`config.mk`:
```
export PLATFORM = sky130hd
export DESIGN_NAME = button_press_classifier_core
export DESIGN_NICKNAME = d
export VERILOG_FILES = /design/src/hw/rtl/bpc_pkg.sv /design/src/hw/rtl/bpc_button.sv /design/src/hw/rtl/button_press_classifier_core.sv
export SDC_FILE = /design/constraint.sdc
export NUM_CORES = 1
export LEC_CHECK = 0
export ABC_AREA = 0
export BUFFER_PORTS_ARGS = -buffer_cell sky130_fd_sc_hd__buf_2
export CORE_MARGIN = 5
export CORE_UTILIZATION = 45
export CTS_CLUSTER_SIZE = 25
export DETAILED_ROUTE_END_ITERATION = 7
export PLACE_DENSITY = 0.62
export SYNTH_ARGS = -nofsm -noshare
export SYNTH_HDL_FRONTEND = slang
export SYNTH_HIERARCHICAL = 1
export SYNTH_SLANG_ARGS = --single-unit
```
`constraint.sdc`:
```
create_clock -name clock -period 4 [get_ports clock]
set_input_delay 0.6 -clock clock [delete_from_list [all_inputs] [get_ports clock]]
set_output_delay 0.6 -clock clock [all_outputs]
set_load 0.005 [all_outputs]
```
`src/hw/rtl/bpc_pkg.sv`:
```
// Package for the button press classifier: widths, register indexes, reset values,
// event codes and the threshold bundle shared by the top level and the button unit.
// Depends on nothing.
`default_nettype none

package bpc_pkg;

   // Width of each button's held-tick counter.
   localparam int COUNT_WIDTH = 16;
   localparam int THR_WIDTH   = 16;
   localparam int LVLCNT_WIDTH = 4;
   localparam int LEVEL_WIDTH = 3;
   // Width that holds both a counter value and a threshold without loss.
   localparam int CMP_WIDTH = (COUNT_WIDTH > THR_WIDTH) ? COUNT_WIDTH : THR_WIDTH;

   localparam int REQ_DATA_WIDTH = 8;
   localparam int RSP_DATA_WIDTH = 8;
   localparam int CSR_IDX_WIDTH  = 2;
   localparam int CSR_DATA_WIDTH = 16;

   typedef enum logic [CSR_IDX_WIDTH-1:0] {
      CSR_DEBOUNCE    = 2'd0,
      CSR_LONG_PRESS  = 2'd1,
      CSR_LEVEL_COUNT = 2'd2
   } csr_idx_type;

   localparam logic [THR_WIDTH-1:0]    DEBOUNCE_RESET    = THR_WIDTH'(5);
   localparam logic [THR_WIDTH-1:0]    LONG_PRESS_RESET  = THR_WIDTH'(300);
   localparam logic [LVLCNT_WIDTH-1:0] LEVEL_COUNT_RESET = LVLCNT_WIDTH'(4);
   localparam logic [LEVEL_WIDTH-1:0]  LEVEL_OFF         = '0;
   localparam logic [LEVEL_WIDTH-1:0]  LEVEL_TOP         = '1;

   typedef enum logic [1:0] {
      EV_NONE   = 2'd0,
      EV_ANYKEY = 2'd1,
      EV_SHORT  = 2'd2,
      EV_LONG   = 2'd3
   } ev_type;

   // Effective thresholds, already forced to at least one.
   typedef struct packed {
      logic [THR_WIDTH-1:0] debounce;
      logic [THR_WIDTH-1:0] long_press;
   } thr_type;

endpackage

`default_nettype wire

```
`src/hw/rtl/bpc_button.sv`:
```
// One button's press classifier: saturating held-tick counter plus the
// any-key-sent and long-sent flags. Depends on bpc_pkg.
`default_nettype none

module bpc_button (
   input  wire logic            clock,
   input  wire logic            reset,
   input  wire logic            step,
   input  wire logic            down,
   input  wire logic            enabled,
   input  wire bpc_pkg::thr_type thr,
   output bpc_pkg::ev_type      evt
);
   import bpc_pkg::*;

   localparam logic [COUNT_WIDTH-1:0] COUNT_MAX = '1;

   logic [COUNT_WIDTH-1:0] hold_ff, hold_in;
   logic                   anykey_ff, anykey_in;
   logic                   long_ff, long_in;
   logic                   stepped;
   logic [COUNT_WIDTH-1:0] hold_inc;
   logic [CMP_WIDTH-1:0]   hold_now, hold_old, deb_x, lng_x;

   always_comb begin
      stepped  = (hold_ff != COUNT_MAX);
      hold_inc = stepped ? hold_ff + COUNT_WIDTH'(1) : hold_ff;
      hold_now = CMP_WIDTH'(hold_inc);
      hold_old = CMP_WIDTH'(hold_ff);
      deb_x    = CMP_WIDTH'(thr.debounce);
      lng_x    = CMP_WIDTH'(thr.long_press);

      evt       = EV_NONE;
      hold_in   = hold_ff;
      anykey_in = anykey_ff;
      long_in   = long_ff;

      if (down) begin
         hold_in = hold_inc;
         // A saturated counter never re-reaches the debounce count.
         if (stepped && hold_now == deb_x && !enabled) begin
            evt       = EV_ANYKEY;
            anykey_in = 1'b1;
         end
         if (enabled && !long_ff && hold_now >= lng_x) begin
            evt     = EV_LONG;
            long_in = 1'b1;
         end
      end else begin
         if (hold_old >= deb_x && !long_ff) begin
            if (enabled) begin
               evt = (hold_old < lng_x) ? EV_SHORT : EV_LONG;
            end else if (!anykey_ff) begin
               evt = EV_ANYKEY;
            end
         end
         hold_in   = '0;
         anykey_in = 1'b0;
         long_in   = 1'b0;
      end
   end

   always_ff @(posedge clock) begin
      if (reset) begin
         hold_ff   <= '0;
         anykey_ff <= 1'b0;
         long_ff   <= 1'b0;
      end else if (step) begin
         hold_ff   <= hold_in;
         anykey_ff <= anykey_in;
         long_ff   <= long_in;
      end
   end

endmodule

`default_nettype wire

```
`src/hw/rtl/button_press_classifier_core.sv`:
```
// Button press classifier top level: input word register, two button units,
// carbonation level update and the result word register. Depends on bpc_pkg
// and bpc_button.
// Pipeline: the input register, then the result register for the response word.
// Throughput: one word per cycle while the response side takes each word; the
// input register feeds the result register through one pass of compare and
// increment logic; button state updates as a word moves into the result register.
// Reset: synchronous, active high; clears counters, flags, the level and both
// valid bits, and loads the register reset values (debounce 5, long press 300,
// level count 4).
`default_nettype none

module button_press_classifier_core (
   input  wire logic                                clock,
   input  wire logic                                reset,
   // Request channel.
   input  wire logic                                req_tvalid,
   output logic                                     req_tready,
   // Bit 0 level_button_down, bit 1 filter_button_down, bit 2 buttons_enabled,
   // bits 7:3 zero.
   input  wire logic [bpc_pkg::REQ_DATA_WIDTH-1:0]  req_tdata,
   // Response channel.
   output logic                                     rsp_tvalid,
   input  wire logic                                rsp_tready,
   // Bits 1:0 level_event, bits 3:2 filter_event, bits 6:4 current_level,
   // bit 7 level_changed.
   output logic [bpc_pkg::RSP_DATA_WIDTH-1:0]       rsp_tdata,
   // Configuration write port.
   input  wire logic                                csr_we,
   input  wire logic [bpc_pkg::CSR_IDX_WIDTH-1:0]   csr_index,
   input  wire logic [bpc_pkg::CSR_DATA_WIDTH-1:0]  csr_wdata
);
   import bpc_pkg::*;

   // Configuration registers.
   logic [THR_WIDTH-1:0]    debounce_ff;
   logic [THR_WIDTH-1:0]    long_press_ff;
   logic [LVLCNT_WIDTH-1:0] level_count_ff;

   always_ff @(posedge clock) begin
      if (reset) begin
         debounce_ff    <= DEBOUNCE_RESET;
         long_press_ff  <= LONG_PRESS_RESET;
         level_count_ff <= LEVEL_COUNT_RESET;
      end else if (csr_we) begin
         unique case (csr_idx_type'(csr_index))
            CSR_DEBOUNCE:    debounce_ff    <= csr_wdata[THR_WIDTH-1:0];
            CSR_LONG_PRESS:  long_press_ff  <= csr_wdata[THR_WIDTH-1:0];
            CSR_LEVEL_COUNT: level_count_ff <= csr_wdata[LVLCNT_WIDTH-1:0];
            default: ;
         endcase
      end
   end

   // A threshold of zero behaves as one.
   thr_type thr;
   always_comb begin
      thr.debounce   = (debounce_ff == '0) ? THR_WIDTH'(1) : debounce_ff;
      thr.long_press = (long_press_ff == '0) ? THR_WIDTH'(1) : long_press_ff;
   end

   // Input stage. The stage moves forward whenever the result register is empty
   // or its word is being taken this cycle, so a stall at the response side only
   // holds the pipeline for as long as it lasts.
   logic       in_valid_ff, in_valid_in;
   logic [2:0] in_bits_ff;
   logic       advance;
   logic       rsp_valid_ff, rsp_valid_in;

   assign advance    = in_valid_ff && (!rsp_valid_ff || rsp_tready);
   assign req_tready = !in_valid_ff || advance;

   always_comb begin
      in_valid_in = in_valid_ff;
      if (req_tvalid && req_tready) begin
         in_valid_in = 1'b1;
      end else if (advance) begin
         in_valid_in = 1'b0;
      end
   end

   always_ff @(posedge clock) begin
      if (reset) begin
         in_valid_ff <= 1'b0;
      end else begin
         in_valid_ff <= in_valid_in;
      end
   end

   always_ff @(posedge clock) begin
      if (req_tvalid && req_tready) begin
         in_bits_ff <= req_tdata[2:0];
      end
   end

   logic lvl_down, flt_down, enabled;
   assign lvl_down = in_bits_ff[0];
   assign flt_down = in_bits_ff[1];
   assign enabled  = in_bits_ff[2];

   // Per-button classification; each unit commits its state on advance.
   ev_type lvl_ev, flt_ev;

   bpc_button u_level_button (
      .clock   (clock),
      .reset   (reset),
      .step    (advance),
      .down    (lvl_down),
      .enabled (enabled),
      .thr     (thr),
      .evt     (lvl_ev)
   );

   bpc_button u_filter_button (
      .clock   (clock),
      .reset   (reset),
      .step    (advance),
      .down    (flt_down),
      .enabled (enabled),
      .thr     (thr),
      .evt     (flt_ev)
   );

   // Carbonation level: a short press of the level button steps it up, and it
   // wraps to the off level at the configured count or past the top level.
   logic [LEVEL_WIDTH-1:0]  level_ff, level_in;
   logic [LVLCNT_WIDTH-1:0] level_next;

   always_comb begin
      level_next = LVLCNT_WIDTH'(level_ff) + LVLCNT_WIDTH'(1);
      level_in   = level_ff;
      if (lvl_ev == EV_SHORT) begin
         if (level_next >= level_count_ff || level_next > LVLCNT_WIDTH'(LEVEL_TOP)) begin
            level_in = LEVEL_OFF;
         end else begin
            level_in = level_next[LEVEL_WIDTH-1:0];
         end
      end
   end

   always_ff @(posedge clock) begin
      if (reset) begin
         level_ff <= LEVEL_OFF;
      end else if (advance) begin
         level_ff <= level_in;
      end
   end

   // Result register.
   logic [RSP_DATA_WIDTH-1:0] rsp_data_ff;

   always_comb begin
      rsp_valid_in = rsp_valid_ff;
      if (advance) begin
         rsp_valid_in = 1'b1;
      end else if (rsp_tready) begin
         rsp_valid_in = 1'b0;
      end
   end

   always_ff @(posedge clock) begin
      if (reset) begin
         rsp_valid_ff <= 1'b0;
      end else begin
         rsp_valid_ff <= rsp_valid_in;
      end
   end

   always_ff @(posedge clock) begin
      if (advance) begin
         rsp_data_ff <= {(level_in != level_ff), level_in, flt_ev, lvl_ev};
      end
   end

   assign rsp_tvalid = rsp_valid_ff;
   assign rsp_tdata  = rsp_data_ff;

`ifndef SYNTHESIS
   // The level only moves on a short press of the level button.
   a_change_needs_short: assert property (@(posedge clock) disable iff (reset)
      rsp_tvalid && rsp_tdata[7] |-> rsp_tdata[1:0] == EV_SHORT)
      else $error("level changed without a short level press");

   // A word held in the input stage keeps its bits until it moves on.
   a_input_stage_holds: assert property (@(posedge clock) disable iff (reset)
      in_valid_ff && !advance |=> in_valid_ff && $stable(in_bits_ff))
      else $error("input stage word lost or changed while stalled");

   // The level only changes when a word moves forward; button state also commits only then.
   a_level_moves_on_advance: assert property (@(posedge clock) disable iff (reset)
      !advance |=> $stable(level_ff))
      else $error("level changed without an advancing word");
`endif

endmodule

`default_nettype wire
```
-- Yosys cells after proc, flatten, opt, wreduce, memory -nomap -nowiden
Cells that the tools add are included.
- register bits: 88
- output and inout port bits: 10
- $add $sub $neg: 3
- order comparisons: 8
- eq/ne operators: 12
- multiplexer cells: 34
- reduce and logical (&&, ||, !) cells: 32
- operators by type and width (operator ; number):
    16-bit two-way mux ; 6
    16-bit >= comparator ; 4
    16-bit by 1-bit adder with 16-bit output, second input constant ; 2
    16-bit equality test ; 2
    16-bit logical NOT ; 2
    16-bit less-than comparator ; 2
    16-bit inequality test, second input constant ; 2
    1-bit two-way mux ; 18
    2-bit two-way mux ; 8
    2-bit AND reduction ; 7
    1-bit logical AND ; 12
    2-bit by 1-bit inequality test with 1-bit output, second input constant ; 4
    3-bit two-way mux ; 2
    1-bit logical NOT ; 5
    3-bit by 1-bit adder with 4-bit output, second input constant ; 1
    2-bit equality test, second input constant ; 2
    4-bit >= comparator ; 1
    4-bit by 3-bit greater-than comparator with 1-bit output, second input constant ; 1
    2-bit nonzero test ; 2
    1-bit logical OR ; 3
    3-bit inequality test ; 1
    2-bit by 1-bit equality test with 1-bit output, second input constant ; 1
    2-bit logical NOT ; 1

-- Depth between registers and ports, before layout
Gate-level depths: netlist of run 1.
- word-level depth: 11
- depth in mapped cells: 19
- mapped depth without buffers: 18

-- Cells and area by module
The synthesis of run 1 kept the hierarchy.
- modules (own cells, without submodules) (module ; times used ; cells each ; area each (µm²) ; sequential area each (µm²)):
    bpc_button at u_filter_button ; 1 ; 401 ; 2995.4 ; 360.3
    bpc_button at u_level_button ; 1 ; 372 ; 2722.6 ; 360.3
    button_press_classifier_core ; 1 ; 262 ; 2219.6 ; 1151.1

-- Worst setup path before layout of run 1
Ideal clock, no wire load.
- path type: register to register
- start: register u_level_button.hold_ff[1]
- end: register level_ff[2]
- data arrival time: 4008 ps
- slack: -100 ps
- stages on the path, launching flop included: 19
- buffers on the path: 1
- clock period less this slack: 4100 ps
- cell sequence: dfxtp_1 -> ha_1 -> buf_2 -> nand4_1 -> nor4_1 -> xnor2_1 -> ha_1 -> nand2b_1 -> a21o_1 -> a21o_1 -> a2111oi_0 -> o221ai_1 -> a221oi_1 -> or4_1 -> nand3_1 -> nand2b_1 -> nor2_1 -> nand3_1 -> o32ai_1
- cells in the longest elaborated chain, start to end: 10
- elaborated cells on any way between the ends: 19
- classes of those cells: add/sub: 1; order compare: 3; eq/ne: 3; mux: 8; reduce/logical: 4
- RTL lines (element ; RTL line ; text):
    from (decl) ; bpc_button.sv:18 ; logic [COUNT_WIDTH-1:0] hold_ff, hold_in;
    from (signal assigned) ; bpc_button.sv:69 ; hold_ff <= hold_in;
    branches (longest 7 deep; another with 16-bit by 1-bit adder with 16-bit output) ; - ;
    2-bit two-way mux (*) ; bpc_button.sv:38 ; if (down) begin
    via lvl_ev[0] ; button_press_classifier_core.sv:102 ; ev_type lvl_ev, flt_ev;
    2-bit equality test (*) ; button_press_classifier_core.sv:132 ; if (lvl_ev == EV_SHORT) begin
    3-bit two-way mux (*) ; button_press_classifier_core.sv:132 ;
    to (signal assigned) ; button_press_classifier_core.sv:145 ; level_ff <= level_in;
    to (decl) ; button_press_classifier_core.sv:126 ; logic [LEVEL_WIDTH-1:0] level_ff, level_in;
Mark *: on every way through the listed nets, which the timed path passes.
A chain may end at the register's enable or synchronous reset.

-- Worst setup path after layout of run 1
- start: register u_level_button.hold_ff[15]
- end: register level_ff[1]
The elaborated chain is that of the path after synthesis.

==> run_results.csv, run 1 <==
group,metric,value,unit
run_status,status,"complete, no violations",
yosys,synth_ff_type,"dfxtp_1",
yosys,synthArstFlopShare,0,%
grt,grt.overflow.total,0,
route,drc,0,
timing,drv_slew,0,
place,dp.cells,1334,
timing,maxSlewHeadroom,30.2,%
place,io_buffers,35,
clock_tree,htreeDepth,3,
route,routed_wl,26.3,mm
critical_path,cp_cell_sequence,"nand4_1, buf_4, nor4_2, buf_4, xnor2_1, ha_1, nand2b_1, a21o_1, a21o_1, a2111oi_4, o221ai_2, a221oi_2, or4_4, nand3_2, nand2b_4, nor2_4, nand3_4, buf_4, o32ai_1",
critical_path,crit_buf_inv,3,
grt,track_usage,25.6,%
place,gp_congestion,0.947,
pwr,power.density,224,nW/um^2
floorplanning,die_w,143,microns
finish,final_area,9350,sq um
finish,fin_util,54.0,%
yosys,avgSynthCellArea,7.67,sq um
yosys,synth-seq-area-share,23.6,%
route,first_pass_iters,5,
floorplanning,die_h,143,microns
pwr,vdd_ir_drop_max,215,uV
floorplanning,die_area,20400,sq um
timing,finalCritPeriodShare,96.9,%
timing,setup_viol,0,
grt,grt_start_max_net_pins,47,
critical_path,cp-end-kind,"flop",
clock_tree,clkSlewWorstSetupHoldPaths,80,ps
yosys,synth_edf_count,11,
place,dpl_cell_area,8890,sq um
route,vias,7883,
yosys,ys_types,76,
critical_path,arrival,4150,ps
clock_tree,cts_root_buf,"clkbuf_16",
clock_tree,cts_sinks,88,
route,ant_nets,0,
grt,grt_pass1_wl,40.5,mm
finish,seq_area,1870,sq um
finish,num_antenna_cells,0,
floorplanning,initial_core_util,45.9,%
clock_tree,cts_buffers,9,
yosys,ys_ff_latch,88,
place,dp_hpwl,20.7,mm
job,maxCapViolCount,0,
grt,antenna_found_initial,1,
yosys,synth_cells,1035,
critical_path,critical_path.max_fanout,5,
finish,nFillCells,1659,
yosys,synth.net_count,1167,
critical_path,critical_path_class,"reg2reg",
finish,final_cells,1354,
clock_tree,cts_tree,"done",
yosys,netlist_area,7940,sq um
critical_path,cpMostUsedCell,"buf_4",
timing,fin_crit,3880,ps
timing,hold_viol_final,0,
finish,multi_input_comb_area,5460,sq um
floorplanning,io_pins,41,
clock_tree,clk_latency,360,ps
timing,layout_setup_ws,125,ps
timing,finalClockSkew,10.3,ps
floorplanning,num_rows,48,
finish,layout-drive-gt1-share,19.2,%
route,vias_per_cell,5.82,
place,dp_slack,-240,ps
clock_tree,clk_path_buf_depth,2,
finish,nNetsFinal,1256,
yosys,ys.warnings.count,6,
route,wl_per_cell,19.4,microns
pwr,p_leak,4.27,nW
critical_path,worst_path_largest_cell_delay,330,ps
timing,fmax,258,MHz
clock_tree,ctsHoldBuffers,0,
route,drtIter0Drc,803,
finish,syn_to_final_growth,17.7,%
critical_path,cp_top_family,"compound AO/OA/AOI/OAI gates",
worst_hold_path,hp-class,"in2reg",
critical_path,slowest_stage,"dfxtp_2",
floorplanning,coreArea,17300,sq um
grt,grt_pass1_vias,7184,
timing,worst_pin_slew,1040,ps
critical_path,start_kind,"flop",
pwr,power.total,2.09,mW
critical_path,required,4270,ps
per-layer routing:
layer  wire length, microns  up-vias  GRT usage, %
met5                      0        -             0
met4                    685        0          8.70
met3                   1870       49          3.99
met2                  11700      293          39.6
met1                  12000     3685          36.2
li1                       -     3856             -
flip-flops by register name, indices dropped and copies added, names as in the netlist:
register                   flops
in_bits_ff                     3
rsp_tvalid                     1
u_level_button/long_ff         1
level_ff                       3
in_valid_ff                    1
u_filter_button/long_ff        1
u_level_button/anykey_ff       1
u_filter_button/hold_ff       16
level_count_ff                 4
debounce_ff                   16
rsp_tdata                      8
long_press_ff                 16
u_filter_button/anykey_ff      1
u_level_button/hold_ff        16
path summary, 6_finish.rpt:
| kind | startpoint | end | slack (ps) | cells after the start |
|---|---|---|---|---|
| worst max-delay path | u_level_button/hold_ff[15]$_SDFFE_PP0P_ | level_ff[1]$_SDFFE_PP0P_ | 120 | 19 |
| worst min-delay path | req_tdata[0] | in_bits_ff[0]$_DFFE_PP_ | 410 | 1 |
| worst max register to register | u_level_button/hold_ff[15]$_SDFFE_PP0P_ | level_ff[1]$_SDFFE_PP0P_ | 120 | 19 |
| worst min register to register | u_filter_button/anykey_ff$_SDFFE_PP0P_ | u_filter_button/anykey_ff$_SDFFE_PP0P_ | 470 | 2 |
metrics by stage:
step / hold WS, ps / TNS, ps
after CTS: 403 / 0
after global routing: 405 / -188
final: 413 / 0
after detailed placement: 455 / -1340
after global placement: 441 / -1080
after floorplan: 425 / 0
synth_stat cells (6+ instances only):
master | instances | area share (%)
buf_2 | 15 | 0.95
a211oi_1 | 6 | 0.57
a21oi_1 | 82 | 5.2
nor2_1 | 75 | 3.5
nor3_1 | 24 | 1.5
a21o_1 | 29 | 2.7
inv_1 | 92 | 4.4
o211ai_1 | 6 | 0.57
a2111oi_0 | 6 | 0.66
buf_4 | 11 | 1.0
ha_1 | 101 | 16
mux2i_1 | 9 | 1.1
nor4_1 | 14 | 1.1
xor2_1 | 13 | 1.4
and3_1 | 9 | 0.71
nand3b_1 | 9 | 0.85
nand2_1 | 127 | 6.0
or4_1 | 7 | 0.66
nor2b_1 | 14 | 1.1
a22oi_1 | 7 | 0.66
edfxtp_1 | 11 | 4.2
o2111ai_1 | 7 | 0.77
nand4_1 | 30 | 2.4
nand2b_1 | 17 | 1.3
xnor2_1 | 27 | 3.0
clkbuf_1 | 43 | 2.0
dfxtp_1 | 77 | 19
o32ai_1 | 7 | 0.77
nand3_1 | 26 | 1.6
o21ai_0 | 40 | 2.5
final cells by class:
class | count | area share (%)
multi-input combinational | 777 | 58.4
sequential | 88 | 20.1
timing repair buffer | 155 | 11.5
inverter | 93 | 3.74
tap | 225 | 3.01
clock buffer | 9 | 2.41
clock inverter | 7 | 0.870
placed cells by master, fill, tap and decap left out, types with 9 or more instances in the layout:
cell type | netlist | final
ha_1 | 101 | 100
nand4_1 | 30 | 30
nand2b_1 | 17 | 16
mux2i_1 | 9 | 9
inv_1 | 92 | 92
nor2b_1 | 14 | 14
nor4_1 | 14 | 13
a21o_1 | 29 | 29
clkbuf_16 | 0 | 9
xor2_1 | 13 | 12
nor3_1 | 24 | 22
and3_1 | 9 | 9
o21ai_0 | 40 | 36
buf_2 | 15 | 35
edfxtp_1 | 11 | 11
buf_4 | 11 | 120
xnor2_1 | 27 | 27
dfxtp_1 | 77 | 75
nand3b_1 | 9 | 9
a21oi_1 | 82 | 82
nor2_1 | 75 | 73
nand3_1 | 26 | 23
nand2_1 | 127 | 127
what timing repair did:
item / CTS / global route
gates resized for setup: 9 / 21
pin swaps: 3 / 10
setup endpoints to repair: 7 / 7
buffers inserted: 2 / 2
gates cloned: 0 / 0
kinds of logic after synthesis:
group / synth area share (%)
XOR/XNOR: 5.26
buffers and inverters: 9.32
adder cells (fa/ha/maj): 15.9
flip-flops: 23.6
AO/OA/AOI/OAI: 19.7
multiplexers: 1.13
AND/OR/NAND/NOR: 25.1
where the power goes:
group	total, mW	leakage (nW)	internal (mW)	switching [mW]
registers	0.927	0.732	0.913	0.0135
clock network	0.885	0.150	0.448	0.437
logic	0.283	3.39	0.105	0.177
total	2.09	4.27	1.47	0.628
Power figures use the tool's default switching activity.
==> run 2: changes to the inputs <==
- SYNTH_HIERARCHICAL: 1 -> default
==> run 2 against run 1 <==
- critical path depth down 7
- first-iteration DRC count decreased by 21%
- register-to-register slack better by 210 ps
- non-clock buffer count shrank 74
- critical path type unchanged
- core utilization is 3.0 points lower
- area after synthesis down 4.6%
- total power fell by 4.0%
==> run_results.csv, run 2 <==
group,metric,value,unit
critical_path,critical_path.max_fanout,8,
finish,final_common_cell,"nand2_1",
floorplanning,num_rows,47,
timing,fin_crit,3660,ps
finish,nNetsFinal,1131,
pwr,intPower,1.43,mW
place,dp_hpwl,18.5,mm
route,first_pass_iters,5,
yosys,synth_cells,961,
worst_hold_path,hp-class,"in2reg",
yosys,synth-seq-area-share,24.7,%
grt,grt_pass1_wl,38.1,mm
timing,finalClockSkew,8.61,ps
grt,grt_start_max_net_pins,38,
yosys,synth.net_count,1091,
yosys,ys_types,78,
yosys,synth_top_cell_area_share,20.4,%
route,drc,0,
pwr,switching_share,28.8,%
pwr,combinationalPowerShare,13.0,%
yosys,synthTopCellsByCount,"nand2_1 (127), ha_1 (99), a21oi_1 (84)",
grt,grt_pass1_vias,6752,
finish,final_area,8430,sq um
grt,grt.overflow.total,0,
timing,worst_pin_slew,757,ps
yosys,synth_ff_type,"dfxtp_1",
critical_path,rr_endpoint,"rsp_tdata[2]$_DFFE_PP_",
clock_tree,cts_tree,"done",
timing,setup_viol,0,
grt,track_usage,24.4,%
clock_tree,cts_buffers,9,
clock_tree,htreeDepth,3,
run_status,status,"complete, no violations",
critical_path,cp-end-kind,"flop",
pwr,seq_power_share,46.4,%
clock_tree,cts_sinks,88,
timing,grt_setup_unrepaired,"no",
critical_path,required,4100,ps
grt,antenna_found_initial,0,
finish,syn_to_final_growth,11.3,%
route,ant_nets,0,
worst_hold_path,min_from,"req_tdata[0]",
yosys,ys_top_cells_by_area,"dfxtp_1 (20%), ha_1 (16%), nand2_1 (6.3%)",
pwr,power_switching,579,uW
finish,most-common-layout-cells,"nand2_1 (127), ha_1 (99), a21oi_1 (84), dfxtp_1 (77), nor2_1 (75)",
route,vias_per_cell,5.97,
route,wl_per_cell,19.6,microns
clock_tree,cts_resized,0,
worst_hold_path,hold_depth,1,
yosys,ys_ff_latch,88,
floorplanning,initial_core_util,45.8,%
route,routed_wl,24.0,mm
pwr,p_clk_share,40.5,%
timing,fmax,273,MHz
route,vias,7317,
clock_tree,cts_root_buf,"clkbuf_16",
pwr,power.total,2.01,mW
critical_path,arrival,3760,ps
worst_hold_path,holdPathEnd,"in_bits_ff[0]$_DFFE_PP_",
pwr,vdd_ir_drop_max,247,uV
critical_path,rrSetupSlack,340,ps
timing,setup_tns,0,ps
place,io_buffers,35,
yosys,ys.warnings.count,0,
finish,fin_util,51.0,%
timing,hold_viol_final,0,
critical_path,critical_path_class,"reg2reg",
yosys,synthArstFlopShare,0,%
pwr,power.density,239,nW/um^2
route,drtIter0Drc,635,
timing,maxSlewHeadroom,48.9,%
floorplanning,die_h,140,microns
yosys,avgSynthCellArea,7.88,sq um
clock_tree,ctsHoldBuffers,0,
floorplanning,io_pins,41,
yosys,yosysTopAreaCell,"dfxtp_1",
timing,finalCritPeriodShare,91.5,%
clock_tree,post-cts-setup-buffers,0,
job,maxCapViolCount,0,
floorplanning,die_area,19500,sq um
finish,layout-drive-gt1-share,12.1,%
critical_path,start_kind,"flop",
floorplanning,die_w,140,microns
finish,num_antenna_cells,0,
place,dpl_cell_area,8160,sq um
yosys,synth_edf_count,11,
critical_path,timing.rr.start,"u_filter_button.hold_ff[0]$_SDFFE_PP0P_",
clock_tree,clk_latency,350,ps
timing,drv_slew,0,
critical_path,r2r_cells,12,
clock_tree,clk_path_buf_depth,2,
yosys,synth.most_common_cell,"nand2_1",
floorplanning,coreArea,16500,sq um
yosys,netlist_area,7570,sq um
place,gp_congestion,0.949,
clock_tree,clkSlewWorstSetupHoldPaths,70,ps
pwr,p_leak,3.72,nW
## run 2: cell count changes after synthesis, sizes merged, moves of 8 or more
cell    previous run  this run
buf               32        13
inv               92        55
nand2b            17         9
nor2b             14         6
nor3              24        32
o21ai             42        29
## run 2: cell families (layout without fill, tap and decap cells)
| logic type | Yosys count | count (layout) | synth area share [%] |
|---|---|---|---|
| AOI/OAI and AO/OA | 241 | 241 | 21.3 |
| xor gates and xnor gates | 36 | 36 | 4.89 |
| adders and majority gates | 100 | 100 | 16.5 |
| buffers and inverters | 107 | 152 | 5.60 |
| DFF | 88 | 88 | 24.7 |
| muxes | 16 | 16 | 2.20 |
| and+or+nand+nor | 373 | 373 | 24.8 |
## run 2: through the flow
step                setup WS (ps)  hold slack, ps  instances
floorplan                     500             425        961
global placement              469             454       1210
detailed placement            438             459       1210
CTS                           410             415       1226
global route                  112             414       1226
finish                        339             421       1226
## run 2: worst max-delay path: stages, from the launching register on
cell and delay (ps):
dfxtp_1 360, ha_1 200, nand4_2 250, or4_1 680, mux2i_1 320, inv_1 120, ha_1 300, a21oi_1 180
o21bai_1 110, a221o_1 410, a22o_1 260, nand3b_1 120, nand3_1 100
## run 2: worst max path at each step
| stage | startpoint | endpoint | slack, ps |
|---|---|---|---|
| 2_1_floorplan | u_filter_button.hold_ff[1]$_SDFFE_PP0P_ | rsp_tdata[2]$_DFFE_PP_ | 500 |
| 3_3_place_gp | u_level_button.hold_ff[0]$_SDFFE_PP0P_ | rsp_tdata[0]$_DFFE_PP_ | 470 |
| 3_5_place_dp | u_filter_button.hold_ff[0]$_SDFFE_PP0P_ | rsp_tdata[2]$_DFFE_PP_ | 440 |
| 4_1_cts | u_level_button.hold_ff[0]$_SDFFE_PP0P_ | rsp_tdata[0]$_DFFE_PP_ | 410 |
| 5_1_grt | u_level_button.hold_ff[0]$_SDFFE_PP0P_ | rsp_tdata[0]$_DFFE_PP_ | 110 |
| 6_report | u_filter_button.hold_ff[0]$_SDFFE_PP0P_ | rsp_tdata[2]$_DFFE_PP_ | 340 |
## run 2: area by class of cell
cell class	count	area, sq um
clock buffer	10	229
multi-input combinational	766	5280
timing repair buffer	81	520
fill	1623	8100
clock inverter	6	43.8
inverter	55	206
tap	220	275
sequential	88	1870
## run 2: routing by layer
layer	GRT usage (%)	wire, microns	vias to the layer above
met2	39.0	10800	258
met1	34.0	11000	3412
met4	7.70	625	0
met3	3.43	1550	39
li1	-	-	3608
met5	0	0	-
## run 2: power groups by stage
stage                     registers [mW]  clock network [mW]  logic [mW]
after floorplan                    0.948                   0       0.164
after global placement             0.953                   0       0.256
after detailed placement           0.953                   0       0.258
after CTS                          0.933               0.822       0.260
after global routing               0.936               0.866       0.289
final                              0.933               0.815       0.262
